[src/rtl/ats_pkg.sv]
// Shared types, constants and helper functions of the assembler token scanner.
`timescale 1ns / 1ps

package ats_pkg;

  // Sizes that do not vary.
  localparam int LexemeBytes = 8;
  localparam int NumberBits  = 32;
  localparam int QueueDepth  = 4;

  // Only the first LexemeBytes bytes of the lexeme are reported.
  localparam logic [63:0] LexMask = {64{1'b1}} >> (64 - 8 * LexemeBytes);

  // Character codes the scanner reacts to.
  localparam logic [7:0] ChNul    = 8'h00;
  localparam logic [7:0] ChTab    = 8'h09;
  localparam logic [7:0] ChLf     = 8'h0A;
  localparam logic [7:0] ChCr     = 8'h0D;
  localparam logic [7:0] ChSpace  = 8'h20;
  localparam logic [7:0] ChQuote  = 8'h27;
  localparam logic [7:0] ChPlus   = 8'h2B;
  localparam logic [7:0] ChComma  = 8'h2C;
  localparam logic [7:0] ChMinus  = 8'h2D;
  localparam logic [7:0] ChZero   = 8'h30;
  localparam logic [7:0] ChNine   = 8'h39;
  localparam logic [7:0] ChColon  = 8'h3A;
  localparam logic [7:0] ChSemi   = 8'h3B;
  localparam logic [7:0] ChUpperA = 8'h41;
  localparam logic [7:0] ChUpperF = 8'h46;
  localparam logic [7:0] ChUpperX = 8'h58;
  localparam logic [7:0] ChUpperZ = 8'h5A;
  localparam logic [7:0] ChLbrk   = 8'h5B;
  localparam logic [7:0] ChRbrk   = 8'h5D;
  localparam logic [7:0] ChUscore = 8'h5F;
  localparam logic [7:0] ChLowerA = 8'h61;
  localparam logic [7:0] ChLowerF = 8'h66;
  localparam logic [7:0] ChLowerX = 8'h78;
  localparam logic [7:0] ChLowerZ = 8'h7A;

  // Register names, first character in the low byte.
  localparam logic [23:0] RegNames [8] = '{
    24'h786165, 24'h786265, 24'h786365, 24'h786465,
    24'h697365, 24'h696465, 24'h707365, 24'h706265
  };

  typedef enum logic [3:0] {
    TK_EOF      = 4'd0,
    TK_NEWLINE  = 4'd1,
    TK_IDENT    = 4'd2,
    TK_REGISTER = 4'd3,
    TK_NUMBER   = 4'd4,
    TK_STRING   = 4'd5,
    TK_COMMA    = 4'd6,
    TK_COLON    = 4'd7,
    TK_LBRACKET = 4'd8,
    TK_RBRACKET = 4'd9,
    TK_PLUS     = 4'd10,
    TK_MINUS    = 4'd11
  } kind_e;

  typedef enum logic [2:0] {
    MODE_IDLE    = 3'd0,
    MODE_IDENT   = 3'd1,
    MODE_ZERO    = 3'd2,
    MODE_HEX     = 3'd3,
    MODE_DEC     = 3'd4,
    MODE_STRING  = 3'd5,
    MODE_COMMENT = 3'd6
  } mode_e;

  // One token as it leaves the block.
  typedef struct packed {
    kind_e       kind;
    logic [31:0] num;
    logic [2:0]  reg_idx;
    logic [63:0] text;
    logic [5:0]  len;
    logic        trunc;
  } tok_t;

  // Everything one source byte produces: a token and possibly a second plain token.
  typedef struct packed {
    tok_t  first;
    logic  two;
    kind_e second;
  } rec_t;

  // Queue fill status seen by both sides.
  typedef struct packed {
    logic empty;
    logic full;
  } q_status_t;

  // Token without value or lexeme.
  function automatic tok_t make_simple(kind_e kind);
    tok_t t;
    t.kind    = kind;
    t.num     = '0;
    t.reg_idx = '0;
    t.text    = '0;
    t.len     = '0;
    t.trunc   = 1'b0;
    return t;
  endfunction

  // Register lookup on the first three lexeme bytes: {hit, index}.
  function automatic logic [3:0] reg_match(logic [23:0] lex);
    logic [3:0] res;
    res = '0;
    for (int r = 0; r < 8; r++) begin
      if (lex == RegNames[r]) begin
        res = {1'b1, 3'(r)};
      end
    end
    return res;
  endfunction

endpackage

[src/rtl/ats_front.sv]
// Front part: accepts source bytes, runs the scan modes and builds token records.
`timescale 1ns / 1ps

module ats_front import ats_pkg::*; (
  input  logic      clk_i,
  input  logic      rst_ni,
  input  logic      in_valid_i,
  output logic      in_ready_o,
  input  logic [7:0] in_char_i,
  input  q_status_t q_stat_i,
  output logic      push_o,
  output rec_t      rec_o
);

  mode_e                 mode_q, mode_d;
  logic [NumberBits-1:0] acc_q, acc_d;
  logic [63:0]           buf_q, buf_d;
  logic [5:0]            cnt_q, cnt_d;

  logic       fire;
  logic [7:0] c;
  logic       is_alpha, is_digit, is_idch, is_hex;
  logic [3:0] hex_d;
  logic [3:0] reg_hit;
  logic       end_v, run_idle, simp_v;
  tok_t       end_tok;
  kind_e      simp_kind;

  assign c          = in_char_i;
  assign in_ready_o = !q_stat_i.full;
  assign fire       = in_valid_i && in_ready_o;

  // Character classes.
  always_comb begin
    is_alpha = ((c >= ChLowerA) && (c <= ChLowerZ)) || ((c >= ChUpperA) && (c <= ChUpperZ));
    is_digit = (c >= ChZero) && (c <= ChNine);
    is_idch  = is_alpha || is_digit || (c == ChUscore);
    is_hex   = 1'b1;
    if (is_digit) begin
      hex_d = c[3:0];
    end else if ((c >= ChLowerA) && (c <= ChLowerF)) begin
      hex_d = 4'(c - ChLowerA + 8'd10);
    end else if ((c >= ChUpperA) && (c <= ChUpperF)) begin
      hex_d = 4'(c - ChUpperA + 8'd10);
    end else begin
      hex_d  = '0;
      is_hex = 1'b0;
    end
  end

  assign reg_hit = reg_match(buf_q[23:0]);

  // Token output: close the running token if this byte ends it, then decode the byte afresh.
  always_comb begin
    end_v     = 1'b0;
    end_tok   = make_simple(TK_NUMBER);
    run_idle  = 1'b0;
    simp_v    = 1'b0;
    simp_kind = TK_EOF;

    unique case (mode_q)
      MODE_IDENT: begin
        if (!is_idch) begin
          end_v         = 1'b1;
          end_tok.text  = buf_q & LexMask;
          end_tok.len   = cnt_q;
          end_tok.trunc = (cnt_q > 6'(LexemeBytes));
          if ((cnt_q == 6'd3) && reg_hit[3]) begin
            end_tok.kind    = TK_REGISTER;
            end_tok.reg_idx = reg_hit[2:0];
          end else begin
            end_tok.kind = TK_IDENT;
          end
          run_idle = 1'b1;
        end
      end
      MODE_ZERO: begin
        if ((c != ChLowerX) && (c != ChUpperX)) begin
          end_v    = 1'b1;
          run_idle = 1'b1;
        end
      end
      MODE_HEX: begin
        if (!is_hex) begin
          end_v       = 1'b1;
          end_tok.num = 32'(acc_q);
          run_idle    = 1'b1;
        end
      end
      MODE_DEC: begin
        if (!is_digit) begin
          end_v       = 1'b1;
          end_tok.num = 32'(acc_q);
          run_idle    = 1'b1;
        end
      end
      MODE_STRING: begin
        if ((c == ChQuote) || (c == ChNul)) begin
          end_v         = 1'b1;
          end_tok.text  = buf_q & LexMask;
          end_tok.len   = cnt_q;
          end_tok.trunc = (cnt_q > 6'(LexemeBytes));
          if (cnt_q == 6'd1) begin
            end_tok.kind = TK_NUMBER;
            end_tok.num  = 32'(buf_q[7:0]);
          end else begin
            end_tok.kind = TK_STRING;
          end
          run_idle = (c == ChNul);
        end
      end
      MODE_COMMENT: begin
        run_idle = (c == ChLf) || (c == ChNul);
      end
      default: begin
        run_idle = 1'b1;
      end
    endcase

    // Delimiters scanned from the idle mode give a plain token.
    if (run_idle) begin
      unique case (c)
        ChNul:   begin simp_v = 1'b1; simp_kind = TK_EOF;      end
        ChLf:    begin simp_v = 1'b1; simp_kind = TK_NEWLINE;  end
        ChComma: begin simp_v = 1'b1; simp_kind = TK_COMMA;    end
        ChColon: begin simp_v = 1'b1; simp_kind = TK_COLON;    end
        ChLbrk:  begin simp_v = 1'b1; simp_kind = TK_LBRACKET; end
        ChRbrk:  begin simp_v = 1'b1; simp_kind = TK_RBRACKET; end
        ChPlus:  begin simp_v = 1'b1; simp_kind = TK_PLUS;     end
        ChMinus: begin simp_v = 1'b1; simp_kind = TK_MINUS;    end
        default: ;
      endcase
    end
  end

  // Next scan mode and scan data.
  always_comb begin
    mode_d = mode_q;
    acc_d  = acc_q;
    buf_d  = buf_q;
    cnt_d  = cnt_q;

    unique case (mode_q)
      MODE_IDENT: begin
        if (is_idch) begin
          if (cnt_q < 6'd8) begin
            buf_d[{cnt_q[2:0], 3'b000} +: 8] = c;
          end
          if (cnt_q != 6'd63) begin
            cnt_d = cnt_q + 6'd1;
          end
        end
      end
      MODE_ZERO: begin
        if ((c == ChLowerX) || (c == ChUpperX)) begin
          acc_d  = '0;
          mode_d = MODE_HEX;
        end
      end
      MODE_HEX: begin
        if (is_hex) begin
          acc_d = {acc_q[NumberBits-5:0], hex_d};
        end
      end
      MODE_DEC: begin
        if (is_digit) begin
          acc_d = (acc_q << 3) + (acc_q << 1) + NumberBits'(c[3:0]);
        end
      end
      MODE_STRING: begin
        if ((c == ChQuote) || (c == ChNul)) begin
          mode_d = MODE_IDLE;
        end else begin
          if (cnt_q < 6'd8) begin
            buf_d[{cnt_q[2:0], 3'b000} +: 8] = c;
          end
          if (cnt_q != 6'd63) begin
            cnt_d = cnt_q + 6'd1;
          end
        end
      end
      default: ;
    endcase

    // Fresh scan of the byte from the idle mode.
    if (run_idle) begin
      mode_d = MODE_IDLE;
      case (c)
        ChSemi:  mode_d = MODE_COMMENT;
        ChQuote: begin
          buf_d  = '0;
          cnt_d  = '0;
          mode_d = MODE_STRING;
        end
        default: begin
          if (is_alpha || (c == ChUscore)) begin
            buf_d  = {56'd0, c};
            cnt_d  = 6'd1;
            mode_d = MODE_IDENT;
          end else if (c == ChZero) begin
            acc_d  = '0;
            mode_d = MODE_ZERO;
          end else if (is_digit) begin
            acc_d  = NumberBits'(c[3:0]);
            mode_d = MODE_DEC;
          end
        end
      endcase
    end
  end

  // Record for the queue.
  always_comb begin
    if (end_v) begin
      rec_o.first = end_tok;
      rec_o.two   = simp_v;
    end else begin
      rec_o.first = make_simple(simp_kind);
      rec_o.two   = 1'b0;
    end
    rec_o.second = simp_kind;
  end

  assign push_o = fire && (end_v || simp_v);

  // Scan state.
  always_ff @(posedge clk_i or negedge rst_ni) begin
    if (!rst_ni) begin
      mode_q <= MODE_IDLE;
      acc_q  <= '0;
      buf_q  <= '0;
      cnt_q  <= '0;
    end else if (fire) begin
      mode_q <= mode_d;
      acc_q  <= acc_d;
      buf_q  <= buf_d;
      cnt_q  <= cnt_d;
    end
  end

endmodule

[src/rtl/ats_queue.sv]
// Short record queue between the scanning front and the token output back.
`timescale 1ns / 1ps

module ats_queue import ats_pkg::*; (
  input  logic      clk_i,
  input  logic      rst_ni,
  input  logic      push_i,
  input  rec_t      rec_i,
  input  logic      pop_i,
  output rec_t      rec_o,
  output q_status_t stat_o
);

  localparam int PtrW = $clog2(QueueDepth);
  localparam int CntW = $clog2(QueueDepth + 1);

  rec_t            mem_q [QueueDepth];
  logic [PtrW-1:0] wr_ptr_q, rd_ptr_q;
  logic [CntW-1:0] cnt_q;

  assign stat_o.empty = (cnt_q == '0);
  assign stat_o.full  = (cnt_q == CntW'(QueueDepth));
  assign rec_o        = mem_q[rd_ptr_q];

  // Entry storage.
  always_ff @(posedge clk_i) begin
    if (push_i) begin
      mem_q[wr_ptr_q] <= rec_i;
    end
  end

  // Pointers and fill count.
  always_ff @(posedge clk_i or negedge rst_ni) begin
    if (!rst_ni) begin
      wr_ptr_q <= '0;
      rd_ptr_q <= '0;
      cnt_q    <= '0;
    end else begin
      if (push_i) begin
        wr_ptr_q <= (wr_ptr_q == PtrW'(QueueDepth - 1)) ? '0 : wr_ptr_q + PtrW'(1);
      end
      if (pop_i) begin
        rd_ptr_q <= (rd_ptr_q == PtrW'(QueueDepth - 1)) ? '0 : rd_ptr_q + PtrW'(1);
      end
      if (push_i && !pop_i) begin
        cnt_q <= cnt_q + CntW'(1);
      end else if (pop_i && !push_i) begin
        cnt_q <= cnt_q - CntW'(1);
      end
    end
  end

endmodule

[src/rtl/ats_back.sv]
// Back part: splits records into single tokens and holds them in the output register.
`timescale 1ns / 1ps

module ats_back import ats_pkg::*; (
  input  logic      clk_i,
  input  logic      rst_ni,
  input  rec_t      rec_i,
  input  q_status_t q_stat_i,
  output logic      pop_o,
  output logic      out_valid_o,
  input  logic      out_ready_i,
  output tok_t      out_tok_o,
  output logic      out_last_o
);

  logic  valid_q, valid_d;
  logic  pend_q, pend_d;
  kind_e pend_kind_q;
  tok_t  tok_q, tok_d;
  logic  last_q, last_d;
  logic  load;

  assign load = !valid_q || out_ready_i;

  // Choose the next token: a pending second token first, else the queue head.
  always_comb begin
    pop_o   = 1'b0;
    valid_d = valid_q;
    pend_d  = pend_q;
    tok_d   = tok_q;
    last_d  = last_q;
    if (load) begin
      if (pend_q) begin
        valid_d = 1'b1;
        tok_d   = make_simple(pend_kind_q);
        last_d  = 1'b1;
        pend_d  = 1'b0;
      end else if (!q_stat_i.empty) begin
        pop_o   = 1'b1;
        valid_d = 1'b1;
        tok_d   = rec_i.first;
        last_d  = !rec_i.two;
        pend_d  = rec_i.two;
      end else begin
        valid_d = 1'b0;
      end
    end
  end

  // Control state.
  always_ff @(posedge clk_i or negedge rst_ni) begin
    if (!rst_ni) begin
      valid_q <= 1'b0;
      pend_q  <= 1'b0;
    end else begin
      valid_q <= valid_d;
      pend_q  <= pend_d;
    end
  end

  // Output payload.
  always_ff @(posedge clk_i) begin
    tok_q  <= tok_d;
    last_q <= last_d;
    if (pop_o) begin
      pend_kind_q <= rec_i.second;
    end
  end

  assign out_valid_o = valid_q;
  assign out_tok_o   = tok_q;
  assign out_last_o  = last_q;

endmodule

[src/rtl/assembler_token_scanner_top.sv]
// Top level of the assembler token scanner: front, record queue and output stage.
// The first token of a byte passes through the record queue and then the output register.
// A byte that ends a token with a delimiter gives a second token once the first is taken.
// Throughput: one byte per cycle in, one token per cycle out while the receiver is ready;
// the four-entry record queue absorbs two-token bytes and stalls input only when full.
// Reset: asynchronous, active low; the scanner returns to idle with an empty queue.
`timescale 1ns / 1ps

module assembler_token_scanner_top import ats_pkg::*; (
  input  logic         clk_i,
  input  logic         rst_ni,
  input  logic         s_axis_tvalid,
  output logic         s_axis_tready,
  input  logic [7:0]   s_axis_tdata,   // [7:0] character
  output logic         m_axis_tvalid,
  input  logic         m_axis_tready,
  output logic [111:0] m_axis_tdata,   // [31:0] number_value, [34:32] register_index,
                                       // [98:35] lexeme_text, [104:99] lexeme_length,
                                       // [105] lexeme_truncated, [111:106] zero
  output logic [3:0]   m_axis_tuser,   // [3:0] token_kind
  output logic         m_axis_tlast    // last_of_run
);

  q_status_t q_stat;
  logic      q_push, q_pop;
  rec_t      push_rec, head_rec;
  tok_t      out_tok;

  // Byte scanning.
  ats_front u_front (
    .clk_i      (clk_i),
    .rst_ni     (rst_ni),
    .in_valid_i (s_axis_tvalid),
    .in_ready_o (s_axis_tready),
    .in_char_i  (s_axis_tdata),
    .q_stat_i   (q_stat),
    .push_o     (q_push),
    .rec_o      (push_rec)
  );

  // Record queue.
  ats_queue u_queue (
    .clk_i  (clk_i),
    .rst_ni (rst_ni),
    .push_i (q_push),
    .rec_i  (push_rec),
    .pop_i  (q_pop),
    .rec_o  (head_rec),
    .stat_o (q_stat)
  );

  // Token output.
  ats_back u_back (
    .clk_i       (clk_i),
    .rst_ni      (rst_ni),
    .rec_i       (head_rec),
    .q_stat_i    (q_stat),
    .pop_o       (q_pop),
    .out_valid_o (m_axis_tvalid),
    .out_ready_i (m_axis_tready),
    .out_tok_o   (out_tok),
    .out_last_o  (m_axis_tlast)
  );

  assign m_axis_tdata = {6'd0, out_tok.trunc, out_tok.len, out_tok.text,
                         out_tok.reg_idx, out_tok.num};
  assign m_axis_tuser = out_tok.kind;

  // A full queue never takes a record.
  assert property (@(posedge clk_i) disable iff (!rst_ni) q_push |-> !q_stat.full)
    else $error("record pushed into a full queue");

  // The output side never pops an empty queue.
  assert property (@(posedge clk_i) disable iff (!rst_ni) q_pop |-> !q_stat.empty)
    else $error("record popped from an empty queue");

  // End of text is always the final token of its byte.
  assert property (@(posedge clk_i) disable iff (!rst_ni)
    (m_axis_tvalid && (m_axis_tuser == TK_EOF)) |-> m_axis_tlast)
    else $error("end-of-text token not marked last");

  // A token followed by another of the same byte is one that the byte closed.
  assert property (@(posedge clk_i) disable iff (!rst_ni)
    (m_axis_tvalid && !m_axis_tlast) |->
      ((m_axis_tuser == TK_IDENT) || (m_axis_tuser == TK_REGISTER) ||
       (m_axis_tuser == TK_NUMBER) || (m_axis_tuser == TK_STRING)))
    else $error("delimiter token followed by a second token");

endmodule

[config.mk]
export PLATFORM = sky130hd
export DESIGN_NAME = assembler_token_scanner_top
export DESIGN_NICKNAME = d
export VERILOG_FILES = /design/src/rtl/ats_pkg.sv /design/src/rtl/ats_front.sv /design/src/rtl/ats_queue.sv /design/src/rtl/ats_back.sv /design/src/rtl/assembler_token_scanner_top.sv
export SDC_FILE = /design/constraint.sdc
export NUM_CORES = 1
export LEC_CHECK = 0
export BUFFER_PORTS_ARGS = -buffer_cell sky130_fd_sc_hd__buf_2
export CAP_MARGIN = 20
export CORE_AREA = 10 10 226 228
export CTS_BUF_LIST = sky130_fd_sc_hd__clkbuf_4
export DETAILED_ROUTE_END_ITERATION = 8
export DIE_AREA = 0 0 236 238
export GPL_TIMING_DRIVEN = 0
export MAX_ROUTING_LAYER = met4
export PLACE_DENSITY = 0.82
export SLEW_MARGIN = 20
export SYNTH_ARGS = -nofsm -noshare
export SYNTH_HDL_FRONTEND = slang
export SYNTH_SLANG_ARGS = --single-unit
[constraint.sdc]
create_clock -name clk_i -period 6.9 [get_ports clk_i]
set_clock_uncertainty 0.05 [all_clocks]
set_input_delay 1.035 -clock clk_i [delete_from_list [all_inputs] [get_ports clk_i]]
set_output_delay 1.035 -clock clk_i [all_outputs]
set_load 0.05 [all_outputs]
==> reports/qor.txt <==
I/O pin cnt: 131
Worst EP required: 7.49 ns
GR Layer Usage met2: 0.383
Cell Chain, Critical Path: buf_2 -> clkbuf_1 -> inv_1 -> ha_1 -> or3b_1 -> o22ai_1 -> a21boi_2 -> o31a_1 -> nor2_4 -> nor2_1 -> a21oi_2 -> and2_4 -> buf_16
fin cells: 2936
Synth Warn #: 0
DRC Markers: 0
FF-to-FF setup slack: 2.88 ns
Resized cells post-CTS: 0
DRT Pass-1 Iters: 6
most used routing layer: met2
Bufs on Longest Clock Path: 3
met3 GRT Util: 0.0630
Port Buffers: 124
Crit path buffers/inverters: 4
final worst slack: 1.81 ns
DPL Wire Length: 45900 um
outcome: complete, no violations
Syn Inst Count: 1862
H-tree depth: 4
Worst Setup SP: s_axis_tdata[1]
chip width: 236 um
Area Overhead vs Synth: 13.7%
worst skew pair latency: 1.01 ns
commonest non-fill, non-tap cells in the layout: edfxtp_1, clkbuf_4, buf_2
via count: 18000
Pleak: 12.7 nW
CTS tree: done
ys async rst share: 0.165
f_max: 0.196 GHz
Synth cell types: 86
first-pass GRT wire length: 108000 um
commonest non-fill, non-tap cell in the layout: edfxtp_1
Crit path largest cell delay: 0.70 ns
Stages on worst setup path: 13
total CTS buffers: 166
Slew @ Worst Pin: 1.10 ns
post-CTS setup buffer count: 0
Fin. Hold Viols: 0
Placed Cells incl. Taps: 2611
Pins Over Slew Limit: 0
NumNets Final: 2260
PwrDens: 430 nW/um2
Die Area: 56200 um2
initial core utilization: 0.637
worst path arrival time: 5.69 ns
Seq cells post-synth: 689
clk sinks: 689
Total Power: 0.0145 W
CTS root buf: clkbuf_4
antenna violations before repair: 7
Peak VDD IR: 327 uV
iteration-0 DRC count of the detailed router: 2040
vias per cell: 6.13
GRT Total Usage: 0.256
global route total overflow: 0
Seq/Total Area, Yosys: 0.681
Setup crit end: u_queue.mem_q[3][77]$_DFFE_PP_
Post-Route WL: 69000 um
cell area after layout: 33600 um2
Core Region: 46400 um2
Slowest-stage cell, CP: and2_4
Final Critical Period: 5.09 ns
Worst R2R End: u_front.acc_q[21]$_DFFE_PN0P_
CTS hold repair buffers: 1
reg2reg start: u_front.acc_q[0]$_DFFE_PN0P_
Global Route met1 Usage: 0.345
placed instance area: 31300 um2
crit share post-route: 0.738
Synth Flop Type: edfxtp_1
Slew HR: 0.257
CP Capture Type: register
share of cells above drive strength 1: 0.245
DR WL/cell: 23.5 um
RSZ-0062 raised after global routing: false
largest net degree at the start of global routing: 70
cell family with most CP delay: simple AND/OR/NAND/NOR gates
setup tns final: 0 ns
Post-synth EDFFs: 575
ANT nets after route: 0
maxcap violations: 0
# setup viols final: 0
# rows: 79
FF-to-FF path depth: 12
RD Place Congestion: 0.955
Mapped Area: 29500 um2
largest fanout on the critical path: 45
number of global-route vias before repair: 18400
Crit Path Category: input pin to register
DP Worst Slack: 0.885 ns
Setup crit start kind: input pin
Avg Inst Size Synth: 15.9 um2
Clock transition at path regs: 0.07 ns
Die Y: 238 um
Hold WC Path Type: input pin to register
## routing by layer
layer	vias to the layer above	share of wire
li1	7981	-
met1	9044	0.42
met2	840	0.48
met3	120	0.080
met4	0	0.020
met5	-	0
## registers in the layout, summed over array words and instances (netlist names)
register,cells
u_queue.rd_ptr_q,2
u_front.buf_q,64
u_front.mode_q,3
u_back.out_last_o,1
u_back.pend_kind_q,4
u_back.out_tok_o,110
u_front.cnt_q,6
u_back.out_valid_o,1
u_queue.cnt_q,3
u_queue.wr_ptr_q,2
u_front.acc_q,32
u_back.pend_q,1
u_queue.mem_q,460
## final cells by class
class,instances,area [um2]
Multi-Input combinational cell,1056,8970
Tap cell,607,759
Clock buffer,239,1790
Sequential cell,689,20100
Inverter,21,78.8
Antenna cell,10,25.0
Clock inverter,75,472
Timing Repair Buffer,138,957
Buffer,101,419
Fill cell,2880,12800
## cell usage after synthesis, drive strengths merged (6+ instances only)
library cell | count | area [um2]
a21boi | 7 | 67.6
a21o | 15 | 113
a21oi | 48 | 244
a22o | 58 | 508
a22oi | 26 | 195
a31oi | 10 | 62.6
and2 | 106 | 663
and3 | 6 | 37.5
buf | 25 | 131
clkbuf | 76 | 285
dfrtp | 114 | 2850
edfxtp | 575 | 17300
ha | 72 | 901
inv | 21 | 78.8
mux2 | 9 | 101
mux4 | 115 | 2590
nand2 | 93 | 349
nand2b | 11 | 68.8
nand3 | 28 | 140
nand4 | 13 | 81.3
nor2 | 68 | 273
nor2b | 118 | 738
nor3 | 21 | 121
nor4 | 8 | 50.1
o21ai | 79 | 399
o22ai | 9 | 56.3
o31ai | 7 | 57.6
xnor2 | 24 | 210
xor2 | 14 | 123
## where the power goes
part / total (W) / switching, W / internal (W)
combinational: 0.00490 / 0.00327 / 0.00163
sequential: 0.00607 / 0.000375 / 0.00570
clock: 0.00348 / 0.00164 / 0.00184
total: 0.0145 / 0.00529 / 0.00917
## tightest hold or removal path, stage by stage
cell and delay [ns]:
buf_2 0.08, nor2b_1 0.12, nand2b_1 0.17
## metrics by stage
step	hold slack, ns	util
finish	0.406	0.725
global route	0.323	0.725
CTS	0.314	0.724
detailed placement	0.429	0.675
global placement	0.420	0.667
floorplan	0.401	-
## how the worst min path moves through the flow
stage / start / to / slack, ns / cells past startpoint
global route: m_axis_tready / u_back.out_valid_o$_DFFE_PN0P_ / 0.32 / 3
floorplan: u_front.buf_q[42]$_DFFE_PN0P_ / u_front.buf_q[42]$_DFFE_PN0P_ / 0.40 / 2
finish: m_axis_tready / u_back.out_valid_o$_DFFE_PN0P_ / 0.41 / 3
detailed placement: u_front.buf_q[53]$_DFFE_PN0P_ / u_front.buf_q[53]$_DFFE_PN0P_ / 0.43 / 2
global placement: u_front.buf_q[50]$_DFFE_PN0P_ / u_front.buf_q[50]$_DFFE_PN0P_ / 0.42 / 2
CTS: m_axis_tready / u_back.out_valid_o$_DFFE_PN0P_ / 0.31 / 3
## kinds of logic after synthesis
logic type / synth area share
flops: 0.681
simple gates: 0.0931
compound gates: 0.0734
mux: 0.0918
buf+inv: 0.0168
fa+ha+maj: 0.0325
xor+xnor: 0.0113
other cells: 0.000127
(Power assumes the default switching activity.)
